File: src/rtl/tsm_pkg.sv
package tsm_pkg;

  localparam int SLOTS = 16;
  localparam int IDX_W = (SLOTS > 1) ? $clog2(SLOTS) : 1;
  localparam int CFG_AW = 4;

  localparam logic [7:0] FULL_SLOT = 8'd255;

  localparam logic [1:0] FUNC_FRAME = 2'd0;
  localparam logic [1:0] FUNC_TICK  = 2'd1;
  localparam logic [1:0] FUNC_PRUNE = 2'd2;

  localparam logic [1:0] STATUS_NONE     = 2'd0;
  localparam logic [1:0] STATUS_ASSIGNED = 2'd1;
  localparam logic [1:0] STATUS_FULL     = 2'd2;

  localparam logic [1:0] REG_COORD   = 2'd0;
  localparam logic [1:0] REG_OWN_ID  = 2'd1;
  localparam logic [1:0] REG_MAX_AGE = 2'd2;

  typedef enum logic [1:0] {
    OP_SCAN,
    OP_CLAIM,
    OP_PRUNE
  } tok_op_t;

  typedef struct packed {
    logic [1:0] func;
    logic [7:0] sender_id;
    logic       is_join;
    logic [7:0] joining_node_id;
  } in_item_t;

  typedef struct packed {
    logic [1:0]  status;
    logic [7:0]  ack_slot;
    logic [31:0] frame_count;
  } out_item_t;

  typedef struct packed {
    logic             vld;
    tok_op_t          op;
    logic [7:0]       sender;
    logic [7:0]       joiner;
    logic             do_join;
    logic [31:0]      val;
    logic             sender_done;
    logic             join_hit;
    logic [IDX_W-1:0] hit_idx;
    logic             free_found;
    logic [IDX_W-1:0] free_idx;
  } tok_t;

endpackage

File: src/rtl/tsm_cell.sv
module tsm_cell (
  input  logic                    clk,
  input  logic                    rst_n,
  input  logic [tsm_pkg::IDX_W-1:0] cell_idx,
  input  logic [7:0]              head_id,
  input  tsm_pkg::tok_t           tok_i,
  output tsm_pkg::tok_t           tok_o
);
  import tsm_pkg::*;

  logic [7:0]  id_r, id_nxt;
  logic        active_r, active_nxt;
  logic [31:0] seen_r, seen_nxt;
  tok_t        tok_r, tok_nxt;
  logic        is_head;
  logic [7:0]  id_eff;

  assign is_head = (cell_idx == '0);
  assign id_eff  = is_head ? head_id : id_r;

  always_comb begin
    id_nxt     = id_r;
    active_nxt = active_r;
    seen_nxt   = seen_r;
    tok_nxt    = tok_i;
    if (tok_i.vld) begin
      case (tok_i.op)
        OP_SCAN: begin
          if (!tok_i.sender_done && id_eff == tok_i.sender) begin
            seen_nxt            = tok_i.val;
            tok_nxt.sender_done = 1'b1;
          end
          if (tok_i.do_join && !is_head) begin
            if (!tok_i.join_hit && id_r == tok_i.joiner) begin
              active_nxt       = 1'b1;
              seen_nxt         = tok_i.val;
              tok_nxt.join_hit = 1'b1;
              tok_nxt.hit_idx  = cell_idx;
            end
            if (!active_r && !tok_i.free_found) begin
              tok_nxt.free_found = 1'b1;
              tok_nxt.free_idx   = cell_idx;
            end
          end
        end
        OP_CLAIM: begin
          if (tok_i.free_found && !is_head && tok_i.free_idx == cell_idx) begin
            id_nxt     = tok_i.joiner;
            active_nxt = 1'b1;
            seen_nxt   = tok_i.val;
          end
        end
        OP_PRUNE: begin
          if (!is_head && active_r && seen_r < tok_i.val) begin
            active_nxt = 1'b0;
            id_nxt     = 8'd0;
          end
        end
        default: ;
      endcase
    end
  end

  always_ff @(posedge clk) begin
    if (!rst_n) begin
      id_r     <= '0;
      active_r <= 1'b0;
      seen_r   <= '0;
      tok_r    <= '0;
    end else begin
      id_r     <= id_nxt;
      active_r <= active_nxt;
      seen_r   <= seen_nxt;
      tok_r    <= tok_nxt;
    end
  end

  assign tok_o = tok_r;

endmodule

File: src/rtl/tdma_slot_table_manager_core.sv
// tdma slot table manager, coordinator side
// input channel (in_valid / in_stall / in_data) takes one item at a time:
// a received frame, a heartbeat tick or a prune request. every item gives
// exactly one result on the output channel (out_valid / out_stall / out_data)
// carrying the join status, the acknowledged slot and the frame counter.
// the table is a chain of SLOTS cells; a token walks the chain one cell per
// cycle. a tick or an unused code goes straight to the result; a received
// frame or a prune sends one token down the chain, and so does a join that
// finds an existing entry or a full table; a join into a free entry needs a
// second walk that claims it.
// in_stall is high while an item is in progress; the next item can be taken
// as soon as its result sits in the output register, even if not yet taken.
// when out_stall is high the result holds and the block finishes no further
// item until it is taken.
// reset clears the table, the frame counter and the apb registers; the block
// takes items on the first cycle after reset. the user must write registers
// through the apb port only while idle; the block does not enforce it.
module tdma_slot_table_manager_core (
  input  logic                       clk,
  input  logic                       rst_n,
  input  logic                       in_valid,
  output logic                       in_stall,
  input  tsm_pkg::in_item_t          in_data,
  output logic                       out_valid,
  input  logic                       out_stall,
  output tsm_pkg::out_item_t         out_data,
  input  logic                       cfg_psel,
  input  logic                       cfg_penable,
  input  logic                       cfg_pwrite,
  input  logic [tsm_pkg::CFG_AW-1:0] cfg_paddr,
  input  logic [31:0]                cfg_pwdata,
  output logic [31:0]                cfg_prdata,
  output logic                       cfg_pready
);
  import tsm_pkg::*;

  typedef enum logic [1:0] {
    ST_IDLE,
    ST_WAIT,
    ST_EMIT
  } state_t;

  state_t      state_r, state_nxt;
  logic        coord_r, coord_nxt;
  logic [7:0]  own_id_r, own_id_nxt;
  logic [31:0] max_age_r, max_age_nxt;
  logic [31:0] frame_cnt_r, frame_cnt_nxt;
  tok_t        launch_r, launch_nxt;
  out_item_t   res_r, res_nxt;
  logic        out_valid_r, out_valid_nxt;
  out_item_t   out_data_r, out_data_nxt;

  tok_t        chain_w [SLOTS+1];
  tok_t        tail;
  logic [7:0]  head_id;
  logic        in_xfer, cfg_wr, out_free;
  logic [1:0]  cfg_idx;

  assign cfg_pready = 1'b1;
  assign cfg_idx    = cfg_paddr[3:2];
  assign cfg_wr     = cfg_psel && cfg_penable && cfg_pwrite && cfg_pready;
  assign in_stall   = (state_r != ST_IDLE);
  assign in_xfer    = in_valid && !in_stall;
  assign out_free   = !out_valid_r || !out_stall;
  assign head_id    = coord_r ? own_id_r : 8'd0;
  assign tail       = chain_w[SLOTS];
  assign out_valid  = out_valid_r;
  assign out_data   = out_data_r;

  always_comb begin
    unique case (cfg_idx)
      REG_COORD:   cfg_prdata = {31'd0, coord_r};
      REG_OWN_ID:  cfg_prdata = {24'd0, own_id_r};
      REG_MAX_AGE: cfg_prdata = max_age_r;
      default:     cfg_prdata = 32'd0;
    endcase
  end

  assign chain_w[0] = launch_r;

  for (genvar g = 0; g < SLOTS; g++) begin : g_cell
    tsm_cell u_cell (
      .clk      (clk),
      .rst_n    (rst_n),
      .cell_idx (IDX_W'(g)),
      .head_id  (head_id),
      .tok_i    (chain_w[g]),
      .tok_o    (chain_w[g+1])
    );
  end

  always_comb begin
    state_nxt     = state_r;
    coord_nxt     = coord_r;
    own_id_nxt    = own_id_r;
    max_age_nxt   = max_age_r;
    frame_cnt_nxt = frame_cnt_r;
    launch_nxt    = '0;
    res_nxt       = res_r;
    out_valid_nxt = out_valid_r;
    out_data_nxt  = out_data_r;

    if (cfg_wr) begin
      unique case (cfg_idx)
        REG_COORD:   coord_nxt   = cfg_pwdata[0];
        REG_OWN_ID:  own_id_nxt  = cfg_pwdata[7:0];
        REG_MAX_AGE: max_age_nxt = cfg_pwdata;
        default: ;
      endcase
    end

    if (out_valid_r && !out_stall) begin
      out_valid_nxt = 1'b0;
    end

    unique case (state_r)
      ST_IDLE: begin
        if (in_xfer) begin
          res_nxt = '0;
          launch_nxt.sender = in_data.sender_id;
          launch_nxt.joiner = in_data.joining_node_id;
          unique case (in_data.func)
            FUNC_FRAME: begin
              launch_nxt.vld     = 1'b1;
              launch_nxt.op      = OP_SCAN;
              launch_nxt.do_join = coord_r && in_data.is_join;
              launch_nxt.val     = frame_cnt_r;
              state_nxt          = ST_WAIT;
            end
            FUNC_TICK: begin
              frame_cnt_nxt = frame_cnt_r + 32'd1;
              state_nxt     = ST_EMIT;
            end
            FUNC_PRUNE: begin
              launch_nxt.vld = 1'b1;
              launch_nxt.op  = OP_PRUNE;
              launch_nxt.val = frame_cnt_r - max_age_r;
              state_nxt      = ST_WAIT;
            end
            default: state_nxt = ST_EMIT;
          endcase
        end
      end
      ST_WAIT: begin
        if (tail.vld) begin
          state_nxt = ST_EMIT;
          if (tail.op == OP_SCAN && tail.do_join) begin
            if (tail.join_hit) begin
              res_nxt.status   = STATUS_ASSIGNED;
              res_nxt.ack_slot = 8'(tail.hit_idx);
            end else if (tail.free_found) begin
              res_nxt.status   = STATUS_ASSIGNED;
              res_nxt.ack_slot = 8'(tail.free_idx);
              launch_nxt       = tail;
              launch_nxt.op    = OP_CLAIM;
              state_nxt        = ST_WAIT;
            end else begin
              res_nxt.status   = STATUS_FULL;
              res_nxt.ack_slot = FULL_SLOT;
            end
          end
        end
      end
      ST_EMIT: begin
        if (out_free) begin
          out_valid_nxt            = 1'b1;
          out_data_nxt             = res_r;
          out_data_nxt.frame_count = frame_cnt_r;
          state_nxt                = ST_IDLE;
        end
      end
      default: state_nxt = ST_IDLE;
    endcase
  end

  always_ff @(posedge clk) begin
    if (!rst_n) begin
      state_r     <= ST_IDLE;
      coord_r     <= 1'b0;
      own_id_r    <= '0;
      max_age_r   <= '0;
      frame_cnt_r <= '0;
      launch_r    <= '0;
      out_valid_r <= 1'b0;
    end else begin
      state_r     <= state_nxt;
      coord_r     <= coord_nxt;
      own_id_r    <= own_id_nxt;
      max_age_r   <= max_age_nxt;
      frame_cnt_r <= frame_cnt_nxt;
      launch_r    <= launch_nxt;
      out_valid_r <= out_valid_nxt;
    end
    res_r      <= res_nxt;
    out_data_r <= out_data_nxt;
  end

  a_tail_in_wait: assert property (@(posedge clk) disable iff (!rst_n)
    tail.vld |-> state_r == ST_WAIT)
    else $error("token left the chain outside of a wait");

  a_single_launch: assert property (@(posedge clk) disable iff (!rst_n)
    launch_r.vld |=> !launch_r.vld)
    else $error("two tokens launched back to back");

  a_xfer_busy: assert property (@(posedge clk) disable iff (!rst_n)
    in_xfer |=> in_stall)
    else $error("block not busy after an input transfer");

  a_full_slot: assert property (@(posedge clk) disable iff (!rst_n)
    out_valid_r && out_data_r.status == STATUS_FULL |-> out_data_r.ack_slot == FULL_SLOT)
    else $error("refused join without the full slot code");

  a_none_slot: assert property (@(posedge clk) disable iff (!rst_n)
    out_valid_r && out_data_r.status == STATUS_NONE |-> out_data_r.ack_slot == 8'd0)
    else $error("slot reported without a join");

endmodule

File: config.mk
export PLATFORM = sky130hd
export DESIGN_NAME = tdma_slot_table_manager_core
export DESIGN_NICKNAME = d
export VERILOG_FILES = /design/src/rtl/tsm_pkg.sv /design/src/rtl/tsm_cell.sv /design/src/rtl/tdma_slot_table_manager_core.sv
export SDC_FILE = /design/constraint.sdc
export NUM_CORES = 2
export LEC_CHECK = 0
export BUFFER_PORTS_ARGS = -buffer_cell sky130_fd_sc_hd__buf_2
export CAP_MARGIN = 20
export CORE_UTILIZATION = 45
export DETAILED_ROUTE_END_ITERATION = 6
export MAX_ROUTING_LAYER = met4
export PLACE_DENSITY = 0.66
export SYNTH_ARGS = -nofsm -noshare
export SYNTH_HDL_FRONTEND = slang
export SYNTH_SLANG_ARGS = --single-unit
File: constraint.sdc
create_clock -name clk -period 7.85 [get_ports clk]
set_input_delay 1.1775 -clock clk [delete_from_list [all_inputs] [get_ports clk]]
set_output_delay 1.1775 -clock clk [all_outputs]
set_load 0.02 [all_outputs]
# After elaboration in Yosys (flattened, before gate mapping)
# Cells that the tools add are included.
op_classes:
  add_sub_neg: 2
  magnitude_cmp: 15
  n_eq_ne: 146
  n_mux: 316
  bitwise_logic: 5
  reduce_logical: 269
ops:
  columns: ["operator", "n"]
  rows:
  - ["two-way mux 32 bit", 60]
  - ["case mux 32 bit (2 select lines)", 16]
  - ["< comparator 32 bit", 15]
  - ["two-way mux 11 bit", 32]
  - ["two-way mux 63 bit", 4]
  - ["equality test 8 bit", 31]
  - ["two-way mux 8 bit", 31]
  - ["case mux 8 bit (2 select lines)", 15]
  - ["two-way mux 10 bit", 19]
  - ["two-way mux 5 bit", 30]
  - ["case mux 52 bit (2 select lines)", 1]
  - ["case mux 32 bit (3 select lines)", 1]
  - ["!= test 2 x 1 -> 1 bit, second input constant", 46]
  - ["AND reduction 6 bit", 15]
  - ["logical AND 1 bit", 82]
  - ["two-way mux 1 bit", 80]
  - ["logical NOT 1 bit", 64]
  - ["AND reduction 4 bit", 16]
  - ["nonzero test 2 bit", 32]
  - ["two-way mux 52 bit", 1]
  - ["AND reduction 3 bit", 17]
  - ["case mux 1 bit (3 select lines)", 15]
  - ["nonzero test 3 bit", 15]
  - ["two-way mux 42 bit", 1]
  - ["20 further kinds", 114]
totals:
  ff_bits: 1814
  word_cells: 996

# Longest topological paths before layout
logic_depth:
  word_depth: 6
  mapped_depth: 12
  mapped_depth_nobuf: 12

# Hierarchy
# From an unflattened synthesis, not the netlist that was laid out.
hier_totals:
  hier_cells: 8901
  hier_area_um2: 82315.2
by_module_without_submodules:
  columns: ["module", "n_inst", "cells_per_inst", "area_each_um2"]
  rows:
  - ["tsm_cell (g_cell[10].u_cell ...)", 8, 501, 4633.2]
  - ["tsm_cell (g_cell[4].u_cell ...)", 6, 499, 4594.4]
  - ["tdma_slot_table_manager_core", 1, 917, 8474.4]
  - ["tsm_cell (g_cell[3].u_cell)", 1, 492, 4624.4]
  - ["tsm_cell (g_cell[0].u_cell)", 1, 490, 4584.4]

# Worst setup path before layout
# OpenSTA, ideal clock, no wires.
synth_path:
  kind: "input to register"
  startpoint: "in out_stall"
  endpoint: "reg out_data_r, in the netlist out_data[0] (enable)"
  setup_ns: 0.446
  arrival_ns: 3.013
  path_slack_ns: 4.391
  stages: 1
  path_buffers: 0
  cell_sequence: "a21oi_1"
synth_between:
  elab_chain_len: 3
synth_lines:
  columns: ["item", "line", "rtl"]
  rows:
  - ["start, declared", "tdma_slot_table_manager_core.sv:25", "input logic out_stall,"]
  - ["logical NOT 1 bit", "tdma_slot_table_manager_core.sv:64", "assign out_free = !out_valid_r || !out_stall;"]
  - ["logical OR 1 bit", "tdma_slot_table_manager_core.sv:64", null]
  - ["AND reduction 2 bit (no source line)", null, null]
  - ["end signal, assigned", "tdma_slot_table_manager_core.sv:195", "out_data_r <= out_data_nxt;"]
  - ["end, declared", "tdma_slot_table_manager_core.sv:51", "out_item_t out_data_r, out_data_nxt;"]
# Every way passes these cells.
# A chain may end at the register's enable or synchronous reset.

# Final worst setup path
layout_path:
  startpoint: "reg max_age_r[1]"
  endpoint: "reg launch_r, in the netlist chain_w[1038]"
layout_between:
  elab_chain_len: 4
layout_lines:
  columns: ["item", "line", "rtl"]
  rows:
  - ["start, declared", "tdma_slot_table_manager_core.sv:46", "logic [31:0] max_age_r, max_age_nxt;"]
  - ["start signal, assigned", "tdma_slot_table_manager_core.sv:189", "max_age_r <= max_age_nxt;"]
  - ["subtractor 32 bit", "tdma_slot_table_manager_core.sv:137", "launch_nxt.val = frame_cnt_r - max_age_r;"]
  - ["case mux 32 bit (2 select lines)", "tdma_slot_table_manager_core.sv:122", "unique case (in_data.func)"]
  - ["two-way mux 52 bit", "tdma_slot_table_manager_core.sv:118", "if (in_xfer) begin"]
  - ["case mux 52 bit (2 select lines)", "tdma_slot_table_manager_core.sv:116", "unique case (state_r)"]
  - ["end signal, assigned", "tdma_slot_table_manager_core.sv:191", "launch_r <= launch_nxt;"]
  - ["end, declared", "tdma_slot_table_manager_core.sv:48", "tok_t launch_r, launch_nxt;"]
# Every way passes these cells.

==> results.yml <==
run_status:
  status: "finished, final reports clean"
floorplan:
  die_area_um2: 159400
  die_h_um: 399.3
  row_count: 145
  io_pins: 139
  core-area_um2: 156400
  die_w_um: 399.3
  start_util_pct: 45.41
worst_setup_path:
  cpMaxStageDelayCell: "o21ai_0"
  crit_top_cell: "o21ai_0"
  crit_family: "compound AO/OA/AOI/OAI gates"
  worstRegToRegCells: 11
  path_class: "reg2reg"
  critPathBufInv: 1
  cp.depth: 11
  crit_required_ns: 8.47
  max_stage_delay_ns: 0.68
  worst_setup_path_end_kind: "flip-flop"
  crit_path_cell_trace: "inv_1 > ha_1 > nor2b_1 > o31a_1 > o21ai_0 > nand2_1 > a221oi_1 > xor2_1 > nor2_1 > a21oi_1 > o21ai_0"
  critPathArrivalTime_ns: 4.32
  cp_max_fo: 4
  start_kind: "flip-flop"
timing:
  finalSetupTns_ns: 0
  max_slew_margin_pct: 24.90
  finalHoldViolations: 0
  worst_pin_slew_ns: 1.126
  skew_ns: 0.03495
  maxSlewViolCount: 0
  fmax_mhz: 270.3
  setup_viol: 0
  rsz0062_at_grt: "false"
  post-route-period-util_pct: 47.12
  min_period_ns: 3.699
yosys:
  ys_types: 83
  synth_flop_cell: "dfxtp_1"
  synth_edf_count: 44
  synthArstFlopShare_pct: 0
  syn-num-nets: 8143
  synthesis.area_um2: 71020
  netlist.top_cell.by_area: "dfxtp_1"
  synth_cells: 7582
  synth_area_leaders: "dfxtp_1 (50%), ha_1 (8.8%), nor2_1 (8.4%)"
  synth_top_area_share_pct: 49.61
  ys_ff_latch: 1804
  ys_seq_area_share_pct: 51.47
  avgSynthCellArea_um2: 9.366
  yosys_warnings: 0
hold_path:
  hold_depth: 2
  hold_path_class: "reg2reg"
clocking:
  post_cts_buffers: 0
  numClockSinks: 1804
  cts_tree: "yes"
  clk_latency_ns: 0.81
  cts.clk_slew.worst_paths_ns: 0.06
  cts_hold_buf: 0
  clockBufferDepth: 3
  ctsHtreeMaxLevel: 4
  cts_root_buf: "clkbuf_16"
  cts-resized-gates: 0
  cts_buffers: 177
cells_and_area:
  drive_above_1_share_pct: 6.376
  layout.nets: 8195
  areaGrowthSynthToFinish_pct: 12.29
  fillCellCount: 14250
  final_cells: 9843
detailed_routing:
  drc: 0
  drtAntennaViolNets: 0
  dr.pass1.iters: 5
  wire_per_inst_um: 16.43
  avgViaCountPerCell: 5.100
  drtIter0Drc: 3630
  num_vias: 50200
  wl_um: 161700
global_route:
  antenna_found_initial: 12
  gr-usage-met1_pct: 28.32
  grt-ovfl-total: 0
  use_met3_pct: 2.940
  grt_pass1_vias: 48670
  gr-usage-met2_pct: 31.45
  busiest_layer: "met2"
  gr-usage-all-layers_pct: 20.64
  grt_max_degree: 246
  grt_pass1_wl_um: 258500
place:
  portBuffers: 135
  dp_cells: 9510
  gp_congestion: 0.9014
  place_hpwl_um: 115200
power:
  vdd_drop_max_v: 0.0001998
  power_density_nw_per_um2: 230.9
  leakagePower_nw: 32.53
flow_run:
  max_cap_violations: 0
[per-layer routing]
layer / up-vias / wire length [um]
met5: - / 0
met4: 0 / 3944
met3: 264 / 7373
met2: 964 / 71980
met1: 23700 / 78420
li1: 25270 / -
[stage by stage]
stage          setup slack, ns  cell area (um2)  hold WS [ns]  total power, W  utilization, %
2_1_floorplan            4.391            71020        0.3936        0.009700               -
3_3_place_gp             3.865            73570        0.4058        0.009810           47.05
3_5_place_dp             3.848            73570        0.4026        0.009815           47.05
4_1_cts                  4.186            79690        0.3980         0.01859           50.96
5_1_grt                  3.835            79740        0.4147         0.01901           50.99
6_report                 4.151            79740        0.4009         0.01841           50.99
[area by class of cell]
class                           count  area (um2)  area share, %
Antenna cell                        6       15.01        0.01883
Clock buffer                      246        5095          6.389
Clock inverter                     78        1025          1.285
Inverter                          576        2170          2.721
Multi-Input combinational cell   4904       31280          39.22
Sequential cell                  1804       36560          45.84
Tap cell                         2058        2575          3.229
Timing Repair Buffer              171        1028          1.290
[cells by family after synthesis]
| kind of cell | share of synthesized area, % |
|---|---|
| and+or+nand+nor | 17.66 |
| muxes | 3.707 |
| other | 0.005281 |
| xor gates and xnor gates | 3.589 |
| buffers and inverters | 4.688 |
| AOI/OAI and AO/OA | 10.08 |
| DFF | 51.47 |
| adders and majority gates | 8.802 |
[where the power goes]
group	total, W	internal, W	switching, W
Combinational	0.000369	0.0000986	0.000270
Sequential	0.00925	0.00922	0.0000226
Clock	0.00879	0.00521	0.00359
[cell usage after synthesis (10+ instances only)]
library cell,n
and3_1,45
or3_1,25
a2111oi_0,11
xnor2_1,182
a21oi_1,478
nand4_1,130
a21o_1,130
nand2_1,213
inv_1,574
o21a_1,38
nor4_1,34
ha_1,498
nor2_1,1581
a31oi_1,25
nor3_1,69
xor2_1,109
edfxtp_1,44
a211oi_1,21
and4_1,11
a22o_1,122
nand2b_1,51
clkbuf_1,261
a22oi_1,13
o21ai_0,149
nand3_1,50
a211o_1,13
dfxtp_1,1760
nor2b_1,56
nand3b_1,10
o22ai_1,13
mux2i_1,263
and2_1,397
nor3b_1,10
buf_1,18
o31ai_1,12
buf_2,12
o211ai_1,23
[registers in the layout (all words and copies together) (netlist names)]
name	cells
out_valid	1
g_cell.u_cell.id_r	120
g_cell.u_cell.tok_o	1007
g_cell.u_cell.active_r	15
max_age_r	32
g_cell.u_cell.seen_r	480
frame_cnt_r	32
coord_r	1
state_r	2
own_id_r	8
chain_w	62
out_data	38
res_r	6
[worst register-to-register path: stages, from the launching register on]
cell	delay, ns
dfxtp_1	0.44
inv_1	0.08
ha_1	0.29
nor2b_1	0.14
o31a_1	0.31
o21ai_0	0.65
nand2_1	0.30
a221oi_1	0.36
xor2_1	0.12
nor2_1	0.10
a21oi_1	0.05
o21ai_0	0.68
[layout by cell type, fill, tap and decap left out, types with 109 or more instances in the layout]
master     count
clkbuf_16    182
a22o_1       122
nor2_1      1581
xor2_1       109
a21o_1       130
ha_1         498
nand4_1      130
dfxtp_1     1760
inv_1        574
and2_1       397
a21oi_1      476
buf_2        135
nand2_1      212
xnor2_1      182
o21ai_0      149
mux2i_1      263
[final timing paths]
kind,slack (ns),to,from
setup / recovery,4.15,chain_w[1038],max_age_r[1]
hold / removal,0.40,g_cell[2].u_cell.tok_o[8],g_cell[1].u_cell.tok_o[8]
setup reg to reg,4.15,chain_w[1038],max_age_r[1]
hold reg to reg,0.40,g_cell[2].u_cell.tok_o[8],g_cell[1].u_cell.tok_o[8]
Power figures use the tool's default switching activity.
